## config.mk

```make
export PLATFORM = sky130hd
export DESIGN_NAME = json_string_unescape_utf8_unit_flat
export DESIGN_NICKNAME = d
export VERILOG_FILES = /design/src/rtl/jsu_pkg.sv /design/src/rtl/jsu_if.sv /design/src/rtl/jsu_decode.sv /design/src/rtl/jsu_serial.sv /design/src/rtl/json_string_unescape_utf8_unit.sv /design/src/flat_wrapper.sv
export VERILOG_INCLUDE_DIRS = /design/src /design/src/rtl
export SDC_FILE = /design/constraint.sdc
export NUM_CORES = 1
export LEC_CHECK = 0
export BUFFER_PORTS_ARGS = -buffer_cell sky130_fd_sc_hd__buf_2
export CAP_MARGIN = 20
export CORE_MARGIN = 2
export CORE_UTILIZATION = 50
export CTS_BUF_LIST = sky130_fd_sc_hd__clkbuf_8
export CTS_CLUSTER_DIAMETER = 30
export DETAILED_ROUTE_END_ITERATION = 8
export PLACE_DENSITY = 0.68
export SYNTH_ARGS = -nofsm -noshare
export SYNTH_HDL_FRONTEND = slang
export SYNTH_HIERARCHICAL = 1
export SYNTH_SLANG_ARGS = --single-unit
```

## constraint.sdc

```tcl
create_clock -name clk_i -period 4.4 [get_ports clk_i]
set_clock_uncertainty 0.1 [all_clocks]
set_input_delay 0.44 -clock clk_i [delete_from_list [all_inputs] [get_ports clk_i]]
set_output_delay 0.44 -clock clk_i [all_outputs]
set_load 0.01 [all_outputs]
```

## src/rtl/json_string_unescape_utf8_unit_assert.svh

```systemverilog
// Assertion shorthands shared by the decoder blocks.
// Both expect clk_i and rst_ni in scope.
`ifndef JSON_STRING_UNESCAPE_UTF8_UNIT_ASSERT_SVH
`define JSON_STRING_UNESCAPE_UTF8_UNIT_ASSERT_SVH

// Same-cycle implication.
`define JSU_ASSERT_NOW(lbl, ante, cons) \
  lbl: assert property (@(posedge clk_i) disable iff (!rst_ni) (ante) |-> (cons)) \
    else $error("same-cycle check failed");

// Next-cycle implication.
`define JSU_ASSERT_NEXT(lbl, ante, cons) \
  lbl: assert property (@(posedge clk_i) disable iff (!rst_ni) (ante) |=> (cons)) \
    else $error("next-cycle check failed");

`endif

```

## src/rtl/jsu_pkg.sv

```systemverilog
package jsu_pkg;

  // Parser phase
  typedef enum logic [2:0] {
    PH_WAIT     = 3'd0,
    PH_BODY     = 3'd1,
    PH_ESC      = 3'd2,
    PH_HEX      = 3'd3,
    PH_PAIR_BSL = 3'd4,
    PH_PAIR_U   = 3'd5
  } phase_e;

  // Result status
  typedef enum logic [1:0] {
    ST_MORE = 2'd0,
    ST_DONE = 2'd1,
    ST_ERR  = 2'd2
  } status_e;

  // One input's worth of results: up to four bytes, cnt is count minus one
  typedef struct packed {
    logic [3:0][7:0] bytes;
    logic            valid;
    status_e         status;
    logic [1:0]      cnt;
  } grp_t;

  localparam logic [7:0] CH_QUOTE = 8'h22;
  localparam logic [7:0] CH_BSL   = 8'h5c;
  localparam logic [7:0] CH_SLASH = 8'h2f;
  localparam logic [7:0] CH_B     = 8'h62;
  localparam logic [7:0] CH_F     = 8'h66;
  localparam logic [7:0] CH_N     = 8'h6e;
  localparam logic [7:0] CH_R     = 8'h72;
  localparam logic [7:0] CH_T     = 8'h74;
  localparam logic [7:0] CH_U     = 8'h75;
  localparam logic [7:0] CH_SPACE = 8'h20;

endpackage

```

## src/rtl/jsu_if.sv

```systemverilog
// Raw byte channel
interface jsu_in_if;
  logic       valid;
  logic       ready;
  logic [7:0] in_byte;
  logic       end_of_input;

  modport source (output valid, output in_byte, output end_of_input, input ready);
  modport sink   (input valid, input in_byte, input end_of_input, output ready);
endinterface

// Decoded byte channel
interface jsu_out_if;
  logic       valid;
  logic       ready;
  logic [7:0] out_byte;
  logic       byte_valid;
  logic [1:0] status;
  logic       last;

  modport source (output valid, output out_byte, output byte_valid, output status,
                  output last, input ready);
  modport sink   (input valid, input out_byte, input byte_valid, input status,
                  input last, output ready);
endinterface

```

## src/rtl/jsu_decode.sv

```systemverilog
module jsu_decode (
  input  logic         clk_i,
  input  logic         rst_ni,
  input  logic         accept_i,
  input  logic [7:0]   in_byte_i,
  input  logic         end_i,
  output jsu_pkg::grp_t grp_o
);
  import jsu_pkg::*;

  phase_e      phase_q, phase_d;
  logic [15:0] acc_q, acc_d;
  logic [1:0]  dcnt_q, dcnt_d;
  logic [9:0]  high_q, high_d;
  logic        pair_q, pair_d;

  logic        hex_ok;
  logic [3:0]  hex_val;
  logic [15:0] unit;
  logic [20:0] pair_cp;
  logic [20:0] cp;
  logic [3:0][7:0] enc_bytes;
  logic [1:0]  enc_cnt;
  logic        fail;

  // Hex digit value, either case
  always_comb begin
    hex_ok  = 1'b0;
    hex_val = in_byte_i[3:0];
    if (in_byte_i >= 8'h30 && in_byte_i <= 8'h39) begin
      hex_ok = 1'b1;
    end else if ((in_byte_i >= 8'h61 && in_byte_i <= 8'h66) ||
                 (in_byte_i >= 8'h41 && in_byte_i <= 8'h46)) begin
      hex_ok  = 1'b1;
      hex_val = in_byte_i[3:0] + 4'd9;
    end
  end

  // Completed code unit and surrogate pair combination
  assign unit    = {acc_q[11:0], hex_val};
  assign pair_cp = 21'h10000 + {1'b0, high_q, unit[9:0]};
  assign cp      = pair_q ? pair_cp : {5'd0, unit};

  // UTF-8 encoding of the code point
  always_comb begin
    enc_bytes = '0;
    if (cp <= 21'h7f) begin
      enc_bytes[0] = cp[7:0];
      enc_cnt      = 2'd0;
    end else if (cp <= 21'h7ff) begin
      enc_bytes[0] = 8'hc0 | {3'd0, cp[10:6]};
      enc_bytes[1] = 8'h80 | {2'd0, cp[5:0]};
      enc_cnt      = 2'd1;
    end else if (cp <= 21'hffff) begin
      enc_bytes[0] = 8'he0 | {4'd0, cp[15:12]};
      enc_bytes[1] = 8'h80 | {2'd0, cp[11:6]};
      enc_bytes[2] = 8'h80 | {2'd0, cp[5:0]};
      enc_cnt      = 2'd2;
    end else begin
      enc_bytes[0] = 8'hf0 | {5'd0, cp[20:18]};
      enc_bytes[1] = 8'h80 | {2'd0, cp[17:12]};
      enc_bytes[2] = 8'h80 | {2'd0, cp[11:6]};
      enc_bytes[3] = 8'h80 | {2'd0, cp[5:0]};
      enc_cnt      = 2'd3;
    end
  end

  // Next state and result group
  always_comb begin
    phase_d = phase_q;
    acc_d   = acc_q;
    dcnt_d  = dcnt_q;
    high_d  = high_q;
    pair_d  = pair_q;
    grp_o   = '0;
    grp_o.status = ST_MORE;
    fail    = 1'b0;

    if (end_i) begin
      fail = 1'b1;
    end else begin
      case (phase_q)
        PH_WAIT: begin
          if (in_byte_i != CH_QUOTE) fail = 1'b1;
          else phase_d = PH_BODY;
        end
        PH_BODY: begin
          if (in_byte_i == CH_QUOTE) begin
            phase_d      = PH_WAIT;
            grp_o.status = ST_DONE;
          end else if (in_byte_i < CH_SPACE) begin
            fail = 1'b1;
          end else if (in_byte_i == CH_BSL) begin
            phase_d = PH_ESC;
          end else begin
            grp_o.bytes[0] = in_byte_i;
            grp_o.valid    = 1'b1;
          end
        end
        PH_ESC: begin
          phase_d     = PH_BODY;
          grp_o.valid = 1'b1;
          case (in_byte_i)
            CH_QUOTE, CH_BSL, CH_SLASH: grp_o.bytes[0] = in_byte_i;
            CH_B: grp_o.bytes[0] = 8'h08;
            CH_F: grp_o.bytes[0] = 8'h0c;
            CH_N: grp_o.bytes[0] = 8'h0a;
            CH_R: grp_o.bytes[0] = 8'h0d;
            CH_T: grp_o.bytes[0] = 8'h09;
            CH_U: begin
              grp_o.valid = 1'b0;
              phase_d     = PH_HEX;
              acc_d       = '0;
              dcnt_d      = '0;
              pair_d      = 1'b0;
            end
            default: fail = 1'b1;
          endcase
        end
        PH_HEX: begin
          if (!hex_ok) begin
            fail = 1'b1;
          end else if (dcnt_q != 2'd3) begin
            acc_d  = unit;
            dcnt_d = dcnt_q + 2'd1;
          end else begin
            acc_d  = '0;
            dcnt_d = '0;
            if (pair_q) begin
              if (unit < 16'hdc00 || unit > 16'hdfff) begin
                fail = 1'b1;
              end else begin
                pair_d      = 1'b0;
                high_d      = '0;
                phase_d     = PH_BODY;
                grp_o.bytes = enc_bytes;
                grp_o.cnt   = enc_cnt;
                grp_o.valid = 1'b1;
              end
            end else if (unit >= 16'hd800 && unit <= 16'hdbff) begin
              high_d  = unit[9:0];
              pair_d  = 1'b1;
              phase_d = PH_PAIR_BSL;
            end else if (unit >= 16'hdc00 && unit <= 16'hdfff) begin
              fail = 1'b1;
            end else begin
              phase_d     = PH_BODY;
              grp_o.bytes = enc_bytes;
              grp_o.cnt   = enc_cnt;
              grp_o.valid = 1'b1;
            end
          end
        end
        PH_PAIR_BSL: begin
          if (in_byte_i != CH_BSL) fail = 1'b1;
          else phase_d = PH_PAIR_U;
        end
        PH_PAIR_U: begin
          if (in_byte_i != CH_U) begin
            fail = 1'b1;
          end else begin
            phase_d = PH_HEX;
            acc_d   = '0;
            dcnt_d  = '0;
          end
        end
        default: fail = 1'b1;
      endcase
    end

    // Drop everything on error
    if (fail) begin
      phase_d      = PH_WAIT;
      acc_d        = '0;
      dcnt_d       = '0;
      high_d       = '0;
      pair_d       = 1'b0;
      grp_o        = '0;
      grp_o.status = ST_ERR;
    end else if (grp_o.status == ST_DONE) begin
      acc_d  = '0;
      dcnt_d = '0;
      high_d = '0;
      pair_d = 1'b0;
    end
  end

  // Advance parser state on each transfer
  always_ff @(posedge clk_i or negedge rst_ni) begin
    if (!rst_ni) begin
      phase_q <= PH_WAIT;
      acc_q   <= '0;
      dcnt_q  <= '0;
      high_q  <= '0;
      pair_q  <= 1'b0;
    end else if (accept_i) begin
      phase_q <= phase_d;
      acc_q   <= acc_d;
      dcnt_q  <= dcnt_d;
      high_q  <= high_d;
      pair_q  <= pair_d;
    end
  end

`include "json_string_unescape_utf8_unit_assert.svh"

  `JSU_ASSERT_NEXT(a_end_resets, accept_i && end_i, phase_q == PH_WAIT)
  `JSU_ASSERT_NOW(a_err_no_byte, grp_o.status == ST_ERR, !grp_o.valid && grp_o.bytes == '0)
  `JSU_ASSERT_NOW(a_digits_in_hex, dcnt_q != 2'd0, phase_q == PH_HEX)
  `JSU_ASSERT_NOW(a_pair_phase, pair_q,
                  phase_q == PH_HEX || phase_q == PH_PAIR_BSL || phase_q == PH_PAIR_U)

endmodule

```

## src/rtl/jsu_serial.sv

```systemverilog
module jsu_serial (
  input  logic          clk_i,
  input  logic          rst_ni,
  input  logic          load_i,
  input  jsu_pkg::grp_t grp_i,
  output logic          take_o,
  jsu_out_if.source     out_o
);
  import jsu_pkg::*;

  grp_t       grp_q;
  logic       full_q;
  logic [1:0] idx_q;
  logic       pop;
  logic       is_last;

  // Present the current byte of the held group
  assign is_last          = (idx_q == grp_q.cnt);
  assign out_o.valid      = full_q;
  assign out_o.out_byte   = grp_q.bytes[idx_q];
  assign out_o.byte_valid = grp_q.valid;
  assign out_o.status     = grp_q.status;
  assign out_o.last       = is_last;

  assign pop    = full_q && out_o.ready;
  assign take_o = !full_q || (pop && is_last);

  // Hold the group, step through its bytes on each transfer
  always_ff @(posedge clk_i or negedge rst_ni) begin
    if (!rst_ni) begin
      full_q <= 1'b0;
      idx_q  <= '0;
    end else if (load_i) begin
      full_q <= 1'b1;
      idx_q  <= '0;
    end else if (pop && is_last) begin
      full_q <= 1'b0;
    end else if (pop) begin
      idx_q <= idx_q + 2'd1;
    end
  end

  always_ff @(posedge clk_i) begin
    if (load_i) grp_q <= grp_i;
  end

`include "json_string_unescape_utf8_unit_assert.svh"

  `JSU_ASSERT_NOW(a_idx_range, full_q, idx_q <= grp_q.cnt)
  `JSU_ASSERT_NEXT(a_idx_step, pop && !is_last && !load_i, full_q && idx_q == $past(idx_q) + 2'd1)
  `JSU_ASSERT_NOW(a_multi_is_data, full_q && grp_q.cnt != 2'd0,
                  grp_q.status == ST_MORE && grp_q.valid)

endmodule

```

## src/rtl/json_string_unescape_utf8_unit.sv

```systemverilog
// Latency: a result appears on out_o in the cycle after its input byte is transferred.
// Throughput: one input byte per cycle while out_o is ready; an escape decoding to N UTF-8
// bytes holds the input while the group register drains them, one byte per cycle while out_o is ready.
// Reset (rst_ni low, asynchronous) clears the parser to waiting for an opening quote
// and empties the group register.
module json_string_unescape_utf8_unit (
  input  logic      clk_i,
  input  logic      rst_ni,
  jsu_in_if.sink    in_i,
  jsu_out_if.source out_o
);
  import jsu_pkg::*;

  grp_t grp;
  logic take;
  logic accept;

  assign in_i.ready = take;
  assign accept     = in_i.valid && take;

  // Parse one byte per transfer
  jsu_decode u_decode (
    .clk_i     (clk_i),
    .rst_ni    (rst_ni),
    .accept_i  (accept),
    .in_byte_i (in_i.in_byte),
    .end_i     (in_i.end_of_input),
    .grp_o     (grp)
  );

  // Serialize result groups
  jsu_serial u_serial (
    .clk_i  (clk_i),
    .rst_ni (rst_ni),
    .load_i (accept),
    .grp_i  (grp),
    .take_o (take),
    .out_o  (out_o)
  );

endmodule

```

## src/flat_wrapper.sv

```systemverilog
// flat-port wrapper written by rule: the top's interface ports become plain ports
module json_string_unescape_utf8_unit_flat import jsu_pkg::*;
  (clk_i, rst_ni, in_i_valid, in_i_in_byte, in_i_end_of_input, in_i_ready, out_o_valid, out_o_out_byte, out_o_byte_valid, out_o_status, out_o_last, out_o_ready);
  jsu_in_if in_i_i ();
  jsu_out_if out_o_i ();
  input  logic clk_i;
  input  logic rst_ni;
  input wire logic [$bits(in_i_i.valid)-1:0] in_i_valid;
  input wire logic [$bits(in_i_i.in_byte)-1:0] in_i_in_byte;
  input wire logic [$bits(in_i_i.end_of_input)-1:0] in_i_end_of_input;
  output wire logic [$bits(in_i_i.ready)-1:0] in_i_ready;
  output wire logic [$bits(out_o_i.valid)-1:0] out_o_valid;
  output wire logic [$bits(out_o_i.out_byte)-1:0] out_o_out_byte;
  output wire logic [$bits(out_o_i.byte_valid)-1:0] out_o_byte_valid;
  output wire logic [$bits(out_o_i.status)-1:0] out_o_status;
  output wire logic [$bits(out_o_i.last)-1:0] out_o_last;
  input wire logic [$bits(out_o_i.ready)-1:0] out_o_ready;
  assign in_i_i.valid = in_i_valid;
  assign in_i_i.in_byte = in_i_in_byte;
  assign in_i_i.end_of_input = in_i_end_of_input;
  assign in_i_ready = in_i_i.ready;
  assign out_o_valid = out_o_i.valid;
  assign out_o_out_byte = out_o_i.out_byte;
  assign out_o_byte_valid = out_o_i.byte_valid;
  assign out_o_status = out_o_i.status;
  assign out_o_last = out_o_i.last;
  assign out_o_i.ready = out_o_ready;
  json_string_unescape_utf8_unit u_core (.clk_i(clk_i), .rst_ni(rst_ni), .in_i(in_i_i), .out_o(out_o_i));
endmodule
```

==> impl_metrics.tcl <==
set metrics [dict create \
    outcome "complete, no violations" \
    rrSetupSlack_ns 1.0 \
    clock.fmax_mhz 294 \
    post_cts_buffers 0 \
    ys_ff_latch 68 \
    drt_iter0_markers 302 \
    cts_hold_buf 0 \
    grt_antenna_before_repair 0 \
    yosys_warnings 6 \
    path_cells "mux2i_1 -> and4_1 -> and2_0 -> buf_4 -> a31o_1 -> or4b_1 -> nand2b_4 -> inv_2 -> and2_1" \
    crit_path_top_delay_cell "dfrtp_1" \
    wire_per_inst_um 18.5 \
    vias 3261 \
    r2r_start "u_core/u_decode/pair_q" \
    cts_resized 0 \
    drive_gt1_share_pct 17.9 \
    synth_top_cell_by_area "edfxtp_1" \
    viasPerCell 6.22 \
    yosysTopAreaCellShare_pct 26.6 \
    hpwl_mm 6.96 \
    cts.clk_slew.worst_paths_ns 0.09 \
    max_stage_delay_ns 0.75 \
    clockRootBuffer "clkbuf_8" \
    fp.dieH_um 95.4 \
    cts.sinks 68 \
    grt_max_degree 32 \
    grt_pass1_vias 3080 \
    maxSlewViolCount 0 \
    htree_levels 3 \
    multi_input_area_sq_um 2100 \
    worst_pin_slew_ns 0.931 \
    drt_wl_total_mm 9.70 \
    io_buffers 26 \
    hold_viol 0 \
    syn_inst 397 \
    path_class "reg2reg" \
    place_congestion 0.946 \
    cp-end-kind "flip-flop" \
    peakVddDrop_uv 164 \
    critPathMaxFanout 16 \
    timing.rr.end "u_core/u_serial/grp_q[29]" \
    post-route-util_pct 55.8 \
    startpoint_type "flip-flop" \
    ant_nets 0 \
    ys.flop_type "edfxtp_1" \
    placed_area_sq_um 4330 \
    synth-seq-area-share_pct 45.2 \
    coreArea_sq_um 8130 \
    final_area_sq_um 4540 \
    finalSetupTns_ns 0 \
    cts_buffer_depth 2 \
    synthArstFlopShare_pct 45.6 \
    p_per_area_nw_per_um2 388 \
    nets 436 \
    arrival_ns 3.51 \
    antenna-diode-count 0 \
    drc 0 \
    drt_pass1_iterations 5 \
    dieArea_sq_um 9090 \
    grt_pass1_wl_mm 15.9 \
    setup_viol 0 \
    cts_made_buffers 9 \
    synth.distinct_cells 77 \
    syn-cell-area_sq_um 4170 \
    fin_crit_ns 3.40 \
    syn_to_final_growth_pct 8.72 \
    rows 33 \
    reg2reg_depth 9 \
    grt_use_total_pct 22.9 \
    fin_crit_sh_pct 77.3 \
    synth.avg_cell_area_sq_um 10.5 \
    relSlewSlack_pct 37.9 \
    total_leakage_power_nw 1.71 \
    seqCellArea_sq_um 1890 \
    crit_required_ns 4.51 \
    pin_count 27 \
    synth_edf_count 37 \
    gr-total-overflow 0 \
    start_util_pct 51.3 \
    cts_tree "built" \
    synthTopCellsByArea "edfxtp_1 27%, dfrtp_1 19%, a22o_1 4.6%, mux4_2 3.8%, nand2_1 3.1%" \
    clock_latency_ns 0.35 \
    hp-class "in2async" \
    die_x_um 95.4 \
    maxCapViolCount 0 \
    rsz0062_at_grt "no" \
    fillCellCount 699 \
]
## state kept, by name, indices dropped and copies added, names as in the netlist
name and flops:
u_core/u_serial/grp_q 34, u_core/u_decode/phase_q 3, u_core/u_decode/pair_q 1, u_core/u_decode/acc_q 12, u_core/u_decode/dcnt_q 2, u_core/u_serial/out_o.byte_valid 1, u_core/u_serial/out_o.valid 1, u_core/u_serial/idx_q 2
u_core/u_decode/high_q 10, u_core/u_serial/out_o.status 2
## where the power goes
group / switching [W] / internal [W]
registers: 0.0000642 / 0.000770
clock network: 0.000262 / 0.000270
logic: 0.000213 / 0.000182
total: 0.000540 / 0.00122
## through the flow
step / std cells / hold WS [ns] / total power, W / worst slack, ns
floorplan: 399 / 0.0444 / 0.00113 / 1.10
global placement: 508 / 0.379 / 0.00124 / 0.886
detailed placement: 508 / 0.386 / 0.00125 / 0.814
CTS: 524 / 0.0656 / 0.00179 / 1.04
global route: 524 / 0.0938 / 0.00185 / 0.812
finish: 524 / 0.0439 / 0.00176 / 0.998
## Yosys cell counts, types with 8 or more instances
cell type / n
buf_2: 8
a21oi_1: 21
nor2_1: 33
nand2_1: 35
a22o_1: 22
dfrtp_1: 31
o21ai_0: 16
edfxtp_1: 37
ha_1: 9
clkbuf_1: 9
inv_1: 12
and2_1: 9
nor3_1: 11
nand3_1: 8
## worst max path at each step
| stage | slack (ns) | start | cells after the start | endpoint |
|---|---|---|---|---|
| 2_1_floorplan | 1.10 | u_core/u_serial/idx_q[0] | 9 | u_core/u_decode/acc_q[2] |
| 3_3_place_gp | 0.89 | in_i_in_byte[1] | 11 | u_core/u_serial/grp_q[34] |
| 3_5_place_dp | 0.81 | in_i_in_byte[0] | 11 | u_core/u_serial/grp_q[34] |
| 4_1_cts | 1.04 | u_core/u_decode/pair_q | 9 | u_core/u_serial/grp_q[29] |
| 5_1_grt | 0.81 | u_core/u_decode/pair_q | 9 | u_core/u_serial/grp_q[29] |
| 6_report | 1.0 | u_core/u_decode/pair_q | 9 | u_core/u_serial/grp_q[29] |
## critical path: cells and delay by family, from the launching register on
family / cells / cell delay [ns]
DFF: 1 / 0.75
buffers and inverters: 2 / 0.29
and+or+nand+nor: 5 / 1.61
muxes: 1 / 0.27
AOI/OAI and AO/OA: 1 / 0.24
## area by class of cell
| type | count | share of cell area, % |
|---|---|---|
| inverters | 14 | 1.16 |
| well taps | 105 | 2.89 |
| multi-input cells | 291 | 46.3 |
| repair buffers | 30 | 3.53 |
| clock inverters | 7 | 1.79 |
| flip-flops and latches | 68 | 41.6 |
| clock buffers | 9 | 2.73 |
## per-layer routing
layer	vias up	part of all wire [%]	global-route usage, %
li1	1546	-	-
met1	1588	47	34.2
met2	111	46	34.0
met3	16	6.0	4.11
met4	0	1.7	6.88
met5	-	0	0
## placed cells by master, fill, tap and decap left out, types with 7 or more instances in the layout
master / Yosys / layout
edfxtp_1: 37 / 37
nand2_1: 35 / 35
nor2_1: 33 / 33
dfrtp_1: 31 / 31
buf_2: 8 / 26
a22o_1: 22 / 22
a21oi_1: 21 / 21
o21ai_0: 16 / 16
inv_1: 12 / 12
nor3_1: 11 / 11
clkbuf_8: 0 / 9
ha_1: 9 / 9
and2_1: 9 / 8
nand3_1: 8 / 8
nor2b_1: 7 / 7
mux4_2: 7 / 7
## cells by family (layout without fill, tap and decap cells)
group | Yosys count | in the layout | synth area share (%)
adder cells (fa/ha/maj) | 9 | 9 | 2.70
flip-flops | 68 | 68 | 45.2
AND/OR/NAND/NOR | 137 | 137 | 17.3
XOR/XNOR | 8 | 8 | 2.04
AO/OA/AOI/OAI | 115 | 115 | 20.9
buffers and inverters | 40 | 60 | 4.65
multiplexers | 19 | 19 | 7.19
other | 1 | 3 | 0.0898
(Power assumes the default switching activity.)
